===== src/hw/rtl/fatcl_pkg.sv =====
// Shared types and constants for the FAT cluster entry locate/decode block.
// Depends on nothing; used by fatcl_calc and fat_cluster_entry_locate_decode_top.
`default_nettype none

package fatcl_pkg;

  // Table format codes.
  localparam logic [1:0] KIND_FAT12  = 2'd0;
  localparam logic [1:0] KIND_FAT16  = 2'd1;
  localparam logic [1:0] KIND_FAT32  = 2'd2;
  localparam logic [1:0] KIND_UNUSED = 2'd3;

  // Action codes.
  localparam logic ACT_LOCATE = 1'b0;
  localparam logic ACT_DECODE = 1'b1;

  // Register indexes on the configuration port.
  localparam logic [2:0] REG_FAT_KIND      = 3'd0;
  localparam logic [2:0] REG_SECTOR_LOG2   = 3'd1;
  localparam logic [2:0] REG_CLUSTER_LOG2  = 3'd2;
  localparam logic [2:0] REG_RESERVED      = 3'd3;
  localparam logic [2:0] REG_HIDDEN        = 3'd4;
  localparam logic [2:0] REG_TABLE_COPIES  = 3'd5;
  localparam logic [2:0] REG_TABLE_SECTORS = 3'd6;
  localparam logic [2:0] REG_ROOT_AREA     = 3'd7;

  // Sector size limits (log2 of bytes).
  localparam logic [3:0] SECTOR_LOG2_MIN = 4'd9;
  localparam logic [3:0] SECTOR_LOG2_MAX = 4'd12;

  // Entry classification thresholds.
  localparam logic [27:0] ENTRY12_MASK = 28'h0000FFF;
  localparam logic [27:0] ENTRY32_MASK = 28'hFFFFFFF;
  localparam logic [27:0] EOC12        = 28'h0000FF8;
  localparam logic [27:0] EOC16        = 28'h000FFF8;
  localparam logic [27:0] EOC32        = 28'hFFFFFF8;
  localparam logic [27:0] BAD12        = 28'h0000FF7;
  localparam logic [27:0] BAD16        = 28'h000FFF7;
  localparam logic [27:0] BAD32        = 28'hFFFFFF7;

  // Configuration view seen by the datapath. data_base is the sum of
  // hidden, reserved, all FAT copies and the root area, kept in a register.
  typedef struct packed {
    logic [1:0]  fat_kind;
    logic [3:0]  sector_log2;
    logic [2:0]  cluster_log2;
    logic [15:0] reserved_count;
    logic [31:0] data_base;
  } cfg_t;

  // One accepted transaction.
  typedef struct packed {
    logic        action;
    logic [27:0] cluster;
    logic [15:0] sector_in_cluster;
    logic [31:0] raw_entry;
  } item_t;

  // One result transaction.
  typedef struct packed {
    logic [31:0] table_sector;
    logic [11:0] table_byte_offset;
    logic [31:0] data_sector;
    logic        index_out_of_range;
    logic [27:0] next_cluster;
    logic        end_of_chain;
    logic        bad_cluster;
    logic        free_entry;
  } result_t;

endpackage

`default_nettype wire


===== src/hw/rtl/fatcl_calc.sv =====
// Combinational locate and decode datapath for one transaction.
// Depends on fatcl_pkg for the configuration, item and result types.
`default_nettype none

module fatcl_calc (
  input  fatcl_pkg::cfg_t    cfg,
  input  fatcl_pkg::item_t   item,
  output fatcl_pkg::result_t res
);

  logic [3:0]  sl;
  logic [29:0] off;
  logic [29:0] off_shift;
  logic [11:0] off_mask;
  logic [31:0] rel;
  logic        idx_oor;
  logic [27:0] entry;
  logic        eoc;
  logic        bad;

  // Clamp the sector size to the supported range.
  always_comb begin
    if (cfg.sector_log2 < fatcl_pkg::SECTOR_LOG2_MIN) begin
      sl = fatcl_pkg::SECTOR_LOG2_MIN;
    end else if (cfg.sector_log2 > fatcl_pkg::SECTOR_LOG2_MAX) begin
      sl = fatcl_pkg::SECTOR_LOG2_MAX;
    end else begin
      sl = cfg.sector_log2;
    end
  end

  // Byte offset of the entry within the table.
  always_comb begin
    unique case (cfg.fat_kind)
      fatcl_pkg::KIND_FAT12: off = {2'b00, item.cluster} + {3'b000, item.cluster[27:1]};
      fatcl_pkg::KIND_FAT16: off = {1'b0, item.cluster, 1'b0};
      fatcl_pkg::KIND_FAT32: off = {item.cluster, 2'b00};
      default:               off = '0;
    endcase
  end

  assign off_shift = off >> sl;
  assign off_mask  = 12'((13'd1 << sl) - 13'd1);

  // Data sector mapping; the cluster offset wraps modulo 2^32.
  assign rel     = ({4'b0000, item.cluster} - 32'd2) << cfg.cluster_log2;
  assign idx_oor = (item.sector_in_cluster >> cfg.cluster_log2) != 16'd0;

  // Entry extraction and classification.
  always_comb begin
    unique case (cfg.fat_kind)
      fatcl_pkg::KIND_FAT12: begin
        if (item.cluster[0]) begin
          entry = {16'd0, item.raw_entry[15:4]};
        end else begin
          entry = {16'd0, item.raw_entry[11:0]};
        end
        eoc = entry >= fatcl_pkg::EOC12;
        bad = entry == fatcl_pkg::BAD12;
      end
      fatcl_pkg::KIND_FAT16: begin
        entry = {12'd0, item.raw_entry[15:0]};
        eoc   = entry >= fatcl_pkg::EOC16;
        bad   = entry == fatcl_pkg::BAD16;
      end
      fatcl_pkg::KIND_FAT32: begin
        entry = item.raw_entry[27:0] & fatcl_pkg::ENTRY32_MASK;
        eoc   = entry >= fatcl_pkg::EOC32;
        bad   = entry == fatcl_pkg::BAD32;
      end
      default: begin
        entry = '0;
        eoc   = 1'b1;
        bad   = 1'b0;
      end
    endcase
  end

  always_comb begin
    res = '0;
    if (item.action == fatcl_pkg::ACT_LOCATE) begin
      res.table_sector      = {16'd0, cfg.reserved_count} + {2'b00, off_shift};
      res.table_byte_offset = off[11:0] & off_mask;
      res.index_out_of_range = idx_oor;
      if (!idx_oor) begin
        res.data_sector = cfg.data_base + rel + {16'd0, item.sector_in_cluster};
      end
    end else begin
      res.next_cluster = entry;
      res.end_of_chain = eoc;
      res.bad_cluster  = bad;
      res.free_entry   = entry == 28'd0;
    end
  end

endmodule

`default_nettype wire


===== src/hw/rtl/fat_cluster_entry_locate_decode_top.sv =====
// Top level of the FAT cluster entry locate/decode block: APB registers,
// input and result registers. Depends on fatcl_pkg and fatcl_calc.
//
//   Channel   Direction  Handshake             Payload
//   --------  ---------  --------------------  ----------------------------------------
//   input     in         start & !busy         in_action, in_cluster,
//                                              in_sector_in_cluster, in_raw_entry
//   result    out        out_valid (1 cycle)   out_table_sector ... out_free_entry
//   config    in/out     psel&penable&pwrite   paddr, pwdata, prdata, pready
//
// Every transaction passes through the input register, then through the datapath
// into the result register. A new transaction may be accepted every cycle while
// busy is low, so throughput is one per cycle. The receiver cannot stall; each
// result is shown for exactly one cycle. busy rises during an APB write access
// and in the cycle after it, while the precomputed data base (FAT copies times
// table size plus the fixed offsets) settles through its multiply and add
// registers. Reset is synchronous and active low and restores the register
// defaults.
`default_nettype none

module fat_cluster_entry_locate_decode_top (
  input  wire logic        clk,
  input  wire logic        rst_n,

  input  wire logic        start,
  output logic             busy,
  input  wire logic        in_action,
  input  wire logic [27:0] in_cluster,
  input  wire logic [15:0] in_sector_in_cluster,
  input  wire logic [31:0] in_raw_entry,

  output logic             out_valid,
  output logic [31:0]      out_table_sector,
  output logic [11:0]      out_table_byte_offset,
  output logic [31:0]      out_data_sector,
  output logic             out_index_out_of_range,
  output logic [27:0]      out_next_cluster,
  output logic             out_end_of_chain,
  output logic             out_bad_cluster,
  output logic             out_free_entry,

  input  wire logic        psel,
  input  wire logic        penable,
  input  wire logic        pwrite,
  input  wire logic [4:0]  paddr,
  input  wire logic [31:0] pwdata,
  output logic [31:0]      prdata,
  output logic             pready
);

  // Configuration registers.
  logic [1:0]  fat_kind_r;
  logic [3:0]  sector_log2_r;
  logic [2:0]  cluster_log2_r;
  logic [15:0] reserved_r;
  logic [31:0] hidden_r;
  logic [7:0]  copies_r;
  logic [31:0] table_sectors_r;
  logic [15:0] root_area_r;

  // Derived base: product registered in fats_r, then the sum in base_r.
  logic [31:0] fats_r;
  logic [31:0] base_r;
  logic [39:0] fats_full;

  logic        cfg_wr;
  logic [2:0]  cfg_idx;
  logic        cfg_settle_r;

  logic        accept;
  logic        item_valid_r;
  fatcl_pkg::item_t   item_r;
  fatcl_pkg::cfg_t    cfg_view;
  fatcl_pkg::result_t res_nxt;
  fatcl_pkg::result_t res_r;
  logic        res_valid_r;

  assign pready  = 1'b1;
  assign cfg_wr  = psel & penable & pwrite & pready;
  assign cfg_idx = paddr[4:2];

  always_ff @(posedge clk) begin
    if (!rst_n) begin
      fat_kind_r      <= fatcl_pkg::KIND_FAT12;
      sector_log2_r   <= 4'd9;
      cluster_log2_r  <= 3'd0;
      reserved_r      <= 16'd1;
      hidden_r        <= 32'd0;
      copies_r        <= 8'd2;
      table_sectors_r <= 32'd0;
      root_area_r     <= 16'd0;
    end else if (cfg_wr) begin
      unique case (cfg_idx)
        fatcl_pkg::REG_FAT_KIND:      fat_kind_r      <= pwdata[1:0];
        fatcl_pkg::REG_SECTOR_LOG2:   sector_log2_r   <= pwdata[3:0];
        fatcl_pkg::REG_CLUSTER_LOG2:  cluster_log2_r  <= pwdata[2:0];
        fatcl_pkg::REG_RESERVED:      reserved_r      <= pwdata[15:0];
        fatcl_pkg::REG_HIDDEN:        hidden_r        <= pwdata;
        fatcl_pkg::REG_TABLE_COPIES:  copies_r        <= pwdata[7:0];
        fatcl_pkg::REG_TABLE_SECTORS: table_sectors_r <= pwdata;
        fatcl_pkg::REG_ROOT_AREA:     root_area_r     <= pwdata[15:0];
        default: ;
      endcase
    end
  end

  // Register readback.
  always_comb begin
    unique case (cfg_idx)
      fatcl_pkg::REG_FAT_KIND:      prdata = {30'd0, fat_kind_r};
      fatcl_pkg::REG_SECTOR_LOG2:   prdata = {28'd0, sector_log2_r};
      fatcl_pkg::REG_CLUSTER_LOG2:  prdata = {29'd0, cluster_log2_r};
      fatcl_pkg::REG_RESERVED:      prdata = {16'd0, reserved_r};
      fatcl_pkg::REG_HIDDEN:        prdata = hidden_r;
      fatcl_pkg::REG_TABLE_COPIES:  prdata = {24'd0, copies_r};
      fatcl_pkg::REG_TABLE_SECTORS: prdata = table_sectors_r;
      fatcl_pkg::REG_ROOT_AREA:     prdata = {16'd0, root_area_r};
      default:                      prdata = '0;
    endcase
  end

  // The data base only changes after a register write, so it is computed
  // off the critical path: the product is registered in fats_r and then the sum
  // in base_r, before any new transaction can reach the datapath.
  assign fats_full = {32'd0, copies_r} * {8'd0, table_sectors_r};

  always_ff @(posedge clk) begin
    if (!rst_n) begin
      fats_r       <= 32'd0;
      base_r       <= 32'd1;
      cfg_settle_r <= 1'b0;
    end else begin
      fats_r       <= fats_full[31:0];
      base_r       <= hidden_r + {16'd0, reserved_r} + fats_r + {16'd0, root_area_r};
      cfg_settle_r <= cfg_wr;
    end
  end

  assign busy   = cfg_wr | cfg_settle_r;
  assign accept = start & ~busy;

  // Input register.
  always_ff @(posedge clk) begin
    if (!rst_n) begin
      item_valid_r <= 1'b0;
    end else begin
      item_valid_r <= accept;
    end
  end

  always_ff @(posedge clk) begin
    if (accept) begin
      item_r.action            <= in_action;
      item_r.cluster           <= in_cluster;
      item_r.sector_in_cluster <= in_sector_in_cluster;
      item_r.raw_entry         <= in_raw_entry;
    end
  end

  assign cfg_view.fat_kind       = fat_kind_r;
  assign cfg_view.sector_log2    = sector_log2_r;
  assign cfg_view.cluster_log2   = cluster_log2_r;
  assign cfg_view.reserved_count = reserved_r;
  assign cfg_view.data_base      = base_r;

  fatcl_calc u_calc (
    .cfg  (cfg_view),
    .item (item_r),
    .res  (res_nxt)
  );

  // Result register; each result is strobed for one cycle.
  always_ff @(posedge clk) begin
    if (!rst_n) begin
      res_valid_r <= 1'b0;
    end else begin
      res_valid_r <= item_valid_r;
    end
  end

  always_ff @(posedge clk) begin
    if (item_valid_r) begin
      res_r <= res_nxt;
    end
  end

  assign out_valid              = res_valid_r;
  assign out_table_sector       = res_r.table_sector;
  assign out_table_byte_offset  = res_r.table_byte_offset;
  assign out_data_sector        = res_r.data_sector;
  assign out_index_out_of_range = res_r.index_out_of_range;
  assign out_next_cluster       = res_r.next_cluster;
  assign out_end_of_chain       = res_r.end_of_chain;
  assign out_bad_cluster        = res_r.bad_cluster;
  assign out_free_entry         = res_r.free_entry;

endmodule

`default_nettype wire


===== config.mk =====
export PLATFORM = sky130hd
export DESIGN_NAME = fat_cluster_entry_locate_decode_top
export DESIGN_NICKNAME = d
export VERILOG_FILES = /design/src/hw/rtl/fatcl_pkg.sv /design/src/hw/rtl/fatcl_calc.sv /design/src/hw/rtl/fat_cluster_entry_locate_decode_top.sv
export SDC_FILE = /design/constraint.sdc
export NUM_CORES = 2
export LEC_CHECK = 0
export BUFFER_PORTS_ARGS = -buffer_cell sky130_fd_sc_hd__buf_2
export CORE_ASPECT_RATIO = 0.75
export CORE_MARGIN = 1
export CORE_UTILIZATION = 66
export DETAILED_ROUTE_END_ITERATION = 8
export PLACE_DENSITY = 0.89
export SYNTH_ARGS = -nofsm -noshare
export SYNTH_HDL_FRONTEND = slang
export SYNTH_HIERARCHICAL = 1
export SYNTH_SLANG_ARGS = --single-unit
export TNS_END_PERCENT = 100

===== constraint.sdc =====
create_clock -name clk -period 13.2 [get_ports clk]
set_input_delay 1.32 -clock clk [delete_from_list [all_inputs] [get_ports clk]]
set_output_delay 1.32 -clock clk [all_outputs]
set_load 0.005 [all_outputs]

Word level (Yosys, flattened, before mapping)
Cells that the tools add are included.
{"block": "word_totals", "reg_bits": 361, "latchBits": 0, "ram_bits": 0, "rom_bits": 0, "word_cells": 84, "n_memories": 0}
{"block": "op_classes", "addsub": 9, "multipliers": 1, "div_mod_pow": 0, "magnitude_cmp": 5, "n_eq_ne": 12, "n_shift": 4, "n_mux": 9, "bitwise_logic": 6, "n_reduce_logical": 13}
{"operator": "$pmux W32 S8", "n": 1}
{"operator": "$add A32 B16 Y32", "n": 3}
{"operator": "$pmux W30 S3", "n": 1}
{"operator": "$pmux W28 S3", "n": 1}
{"operator": "$add A32 B32 Y32", "n": 2}
{"operator": "$mul A8 B32 Y32", "n": 1}
{"operator": "$shl A32 B3 Y32", "n": 1}
{"operator": "$add A16 B30 Y31", "n": 1}
{"operator": "$shr A30 B4 Y30", "n": 1}
{"operator": "$add A28 B27 Y29", "n": 1}
{"operator": "$sub A28 B2 Y29 const B", "n": 1}
{"operator": "$eq A28 B12 Y1 const B", "n": 1}
{"operator": "$eq A28 B28 Y1 const B", "n": 1}
{"operator": "$ge A28 B12 Y1 const B", "n": 1}
{"operator": "$ge A28 B28 Y1 const B", "n": 1}
{"operator": "$logic_not A28 Y1", "n": 1}
{"operator": "$mux W28", "n": 1}
{"operator": "$eq A16 B16 Y1 const B", "n": 1}
{"operator": "$ge A16 B16 Y1 const B", "n": 1}
{"operator": "$reduce_and A2 Y1", "n": 8}
{"operator": "$reduce_bool A16 Y1", "n": 1}
{"operator": "$shr A16 B3 Y16", "n": 1}
{"operator": "$and A12 B12 Y12", "n": 1}
{"operator": "$eq A3 B3 Y1 const B", "n": 4}
{"operator": "other kinds (17)", "n": 22}

Logic depth before layout (Yosys ltp)
{"block": "depth", "depth_word": 6, "mapped_depth": 27}

Modules after synthesis
Netlist, hierarchy kept.
{"mod": "fat_cluster_entry_locate_decode_top", "n_inst": 1, "cells_per_inst": 1968, "area_per_inst_um2": 21159.0, "seq_area_each_um2": 9158.8}
{"mod": "fatcl_calc", "n_inst": 1, "cells_per_inst": 1280, "area_per_inst_um2": 8589.5, "seq_area_each_um2": 0.0}

Worst setup path before layout
OpenSTA, ideal clock, no wires.
{"block": "synth_path", "path_type": "input to register", "from": "in psel", "to": "reg item_r[0] in the netlist's numbering, enable pin", "setup_time_ps": 513, "arrival_ps": 4843, "t_required_ps": 12687, "setup_slack_ps": 7844, "cell_stages": 3, "path_cell_list": "nand3_1 nand2b_1 nor2_1"}
{"block": "synth_between", "elab_chain_len": 5}
{"element": "start, declared", "line": "fat_cluster_entry_locate_decode_top.sv:42", "source": "input wire logic psel,"}
{"element": "$and A1 B1 Y1 (2 in series)", "line": "fat_cluster_entry_locate_decode_top.sv:79", "source": "assign cfg_wr = psel & penable & pwrite & pready;"}
{"element": "$or A1 B1 Y1", "line": "fat_cluster_entry_locate_decode_top.sv:139", "source": "assign busy = cfg_wr | cfg_settle_r;"}
{"element": "named net busy", "line": "fat_cluster_entry_locate_decode_top.sv:26", "source": "output logic busy,"}
{"element": "$not A1 Y1", "line": "fat_cluster_entry_locate_decode_top.sv:140", "source": "assign accept = start & ~busy;"}
{"element": "$and A1 B1 Y1", "line": "fat_cluster_entry_locate_decode_top.sv:140"}
{"element": "named net accept", "line": "fat_cluster_entry_locate_decode_top.sv:70", "source": "logic accept;"}
{"element": "end, declared", "line": "fat_cluster_entry_locate_decode_top.sv:72", "source": "fatcl_pkg::item_t item_r;"}
The timed path passes the listed nets, and every way through them passes these cells.
A chain may end at the register's enable or synchronous reset.

Worst setup path after layout
{"block": "layout_path", "from": "reg item_r[48] in the netlist's numbering", "to": "reg res_r, in the netlist out_table_sector[18] (data pin)"}
{"block": "layout_between", "elab_chain_len": 4}
{"element": "$add A28 B27 Y29", "line": "fatcl_calc.sv:35", "source": "fatcl_pkg::KIND_FAT12: off = {2'b00, item.cluster} + {3'b000, item.cluster[27:1]};"}
{"element": "$pmux W30 S3 *", "line": "fatcl_calc.sv:34", "source": "unique case (cfg.fat_kind)"}
{"element": "$shr A30 B4 Y30 *", "line": "fatcl_calc.sv:42", "source": "assign off_shift = off >> sl;"}
{"element": "$add A16 B30 Y31 *", "line": "fatcl_calc.sv:82", "source": "res.table_sector = {16'd0, cfg.reserved_count} + {2'b00, off_shift};"}
{"element": "end signal, assigned", "line": "fat_cluster_entry_locate_decode_top.sv:183", "source": "res_r <= res_nxt;"}
{"element": "end, declared", "line": "fat_cluster_entry_locate_decode_top.sv:75", "source": "fatcl_pkg::result_t res_r;"}
Mark *: on every way between the ends. The rest lies on a longest branch, timed or not.

==> out/summary.md <==
The run finished, with violations left. The final reports fail on DRC. The tools report the area of the core as 43800 sq um. Final instance area: 32400 sq um. Type of the setup path with the least slack: reg2reg.

The share of the cycle needed by the critical path after routing was 49.7%; the count of fill cells added during filler insertion was 3052. The maximum vdd ir drop is 0.106 mV, and the count of input and output buffers is 255. The run gives 24930 as the number of global-route vias before repair. The setup TNS after final layout is 0 ns, and the layout cell share with drive strength beyond 1 is 12.5%.

The mean number of vias per cell came out at 6.37. The tools report the critical hold path startpoint as hidden_r[7]. The run gives 67.6% as the initial cell density of the core. Counting the buffers created by CTS gives 38. Dividing total power by cell area gives a power density of 86.7 nW/um^2. The logs give 3244 for the synthesized instance count and 6 for the count of synthesis-stage warnings from yosys. Cell area after synthesis: 29600 sq um. Setup repair after global routing left no endpoint under its margin. For the level count of the clock H-tree, the log shows 2.

The tools report the sort of element at the start of the critical path as a flip-flop. In this run the deepest clock path goes through 3 buffers. The clock drives 361 sinks. Hold repair after CTS inserted 0 buffers.

The class of the tightest hold or removal check is reg2reg. The logs give 10 for the initial antenna violation count and 0 for the number of slew-limit violations in the final report. For hold timing, the worst endpoint is hidden_r[7].

The placed standard-cell area was 31200 sq um; the depth of the worst register-to-register path was 28. The tool flagged a number of max-cap violations equal to 0. The wire length of the first global-routing pass was 138 mm; the largest incremental delay on the critical path was 0.44 ns. The number of setup buffers added after CTS is 0.

Across all hold checks on the routed design, the worst slack comes to 0.497 ns. At the later pin of the worst-skew pair, clock insertion delay measures 0.57 ns. Entering global routing, the biggest net connects 101 pins. Derived from the worst setup path, the maximum achievable clock frequency is 152 MHz. TritonCTS built the clock tree. Global routing used 39.0% of the available tracks.

The tree is rooted in a sky130_fd_sc_hd__clkbuf_16. The number of instances on the worst hold path was 2. Critical path capture point type: a flip-flop.

The tools report the global placer's final weighted congestion as 0.977. The origin of the critical flop-to-flop path was item_r[48]. For the worst setup path, the data arrival time is 6.84 ns. For this block, the routed nets add up to 89.3 mm of wire. The number of remaining DRC errors was 33. Cell type of the slowest stage on the worst timing path: sky130_fd_sc_hd__a2111oi_4. The number of gates resized after cts came out at 0. For the die footprint, the log shows 45800 sq um. For the count of nets left with antenna violations after detail routing, the log shows 0. Global routing finished with a remaining overflow of 0.

The average footprint of a synthesized cell works out to 9.13 sq um. Data on the critical path is required at its endpoint by 13.47 ns. The leakage component of the power was 14.8 nW. Most common library cell in the layout ignoring fill and taps: sky130_fd_sc_hd__nand2_1. The total setup violations reported at the end of the flow was 0. The detailed router's first-iteration violation count was 3478. The maximum fanout along the worst path works out to 16.

The horizontal die dimension was 247 um; the detail-routed net length per standard cell was 22.2 um. For the pin with the worst max-slew slack, the measured transition is 1.30 ns. The endpoint identified for the worst register-to-register timing path is out_table_sector[18]. Detailed placement finished with a half-perimeter wire length of 66.7 mm. Clock skew on the completed layout was measured at 0.0205 ns. The top-level I/O count was 263. The row count is 66. The number of nets in the layout is 3962. For the total count of hold-check failures in the final report, the log shows 0.

The pre-antenna-repair detailed-routing pass consisted of 9 iterations. For this run, the share of the core covered by cells in the final layout is 73.9%. Relative to the synthesized area, the layout overhead comes to 9.39%. The total number of vias came out at 25634. The worst pin sits at a relative slew slack of 13.0%. The library cells used most frequently in the layout, excluding fill and tap cells, are sky130_fd_sc_hd__nand2_1, sky130_fd_sc_hd__inv_1, sky130_fd_sc_hd__a21oi_1. Die boundary height: 185 um.

The minimum clock period after layout is 6.56 ns, and the setup slack of the most critical reg-to-reg path is 6.64 ns. The clock-pin slew on the worst setup and hold paths works out to 0.07 ns.
## critical path: cells and delay by family, from the launching register on
kind,cells,cell delay (ns)
DFF,1,0.33
adders and majority gates,4,1.25
muxes,1,0.38
and+or+nand+nor,7,1.22
xor gates and xnor gates,2,0.33
buffers and inverters,3,0.37
AOI/OAI and AO/OA,11,2.37
## routing by layer
metal  wire length [um]  global-route usage [%]
met5                 26                       0
met4               3130                    14.0
met3              12700                    11.2
met2              38000                    56.8
met1              35500                    55.4
## power by group
part | internal, W | switching, W
logic | 0.000191 | 0.000310
registers | 0.00122 | 0.0000352
clock network | 0.000579 | 0.000479
## registers in the layout (all words and copies together), names as in the netlist, 2 cells and up
register               flops
hidden_r                  32
out_table_byte_offset     12
copies_r                   8
fat_kind_r                 2
root_area_r               16
sector_log2_r              4
item_r                    73
table_sectors_r           32
cluster_log2_r             3
out_data_sector           32
out_table_sector          32
out_next_cluster          28
base_r                    32
reserved_r                16
fats_r                    32
## worst max-delay path by stage
stage               startpoint                    to  slack (ns)  cells after the start
floorplan           item_r[49]  out_table_sector[18]        7.89                     27
global placement    item_r[48]  out_table_sector[18]        7.00                     28
detailed placement  item_r[48]  out_table_sector[18]        6.82                     28
CTS                 item_r[48]  out_table_sector[18]        6.79                     28
global route        item_r[48]  out_table_sector[21]        6.21                     26
finish              item_r[48]  out_table_sector[18]        6.64                     28
## stage by stage
step / power (W) / setup slack, ns / instances
floorplan: 0.00160 / 7.89 / 3254
global placement: 0.00173 / 7.00 / 3950
global route: 0.00289 / 6.21 / 4020
detailed placement: 0.00175 / 6.82 / 3950
finish: 0.00281 / 6.64 / 4026
CTS: 0.00279 / 6.79 / 4017
## final cells by class
class	instances	area, sq um	share of cell area, %
multi-input cells	2445	18900	58.3
flip-flops and latches	361	9040	27.9
repair buffers	282	1480	4.56
inverters	284	1070	3.30
clock buffers	49	1030	3.19
well taps	578	723	2.23
clock inverters	18	149	0.459
diodes	9	22.5	0.0695
No activity file was read; power rests on OpenSTA's default activity.
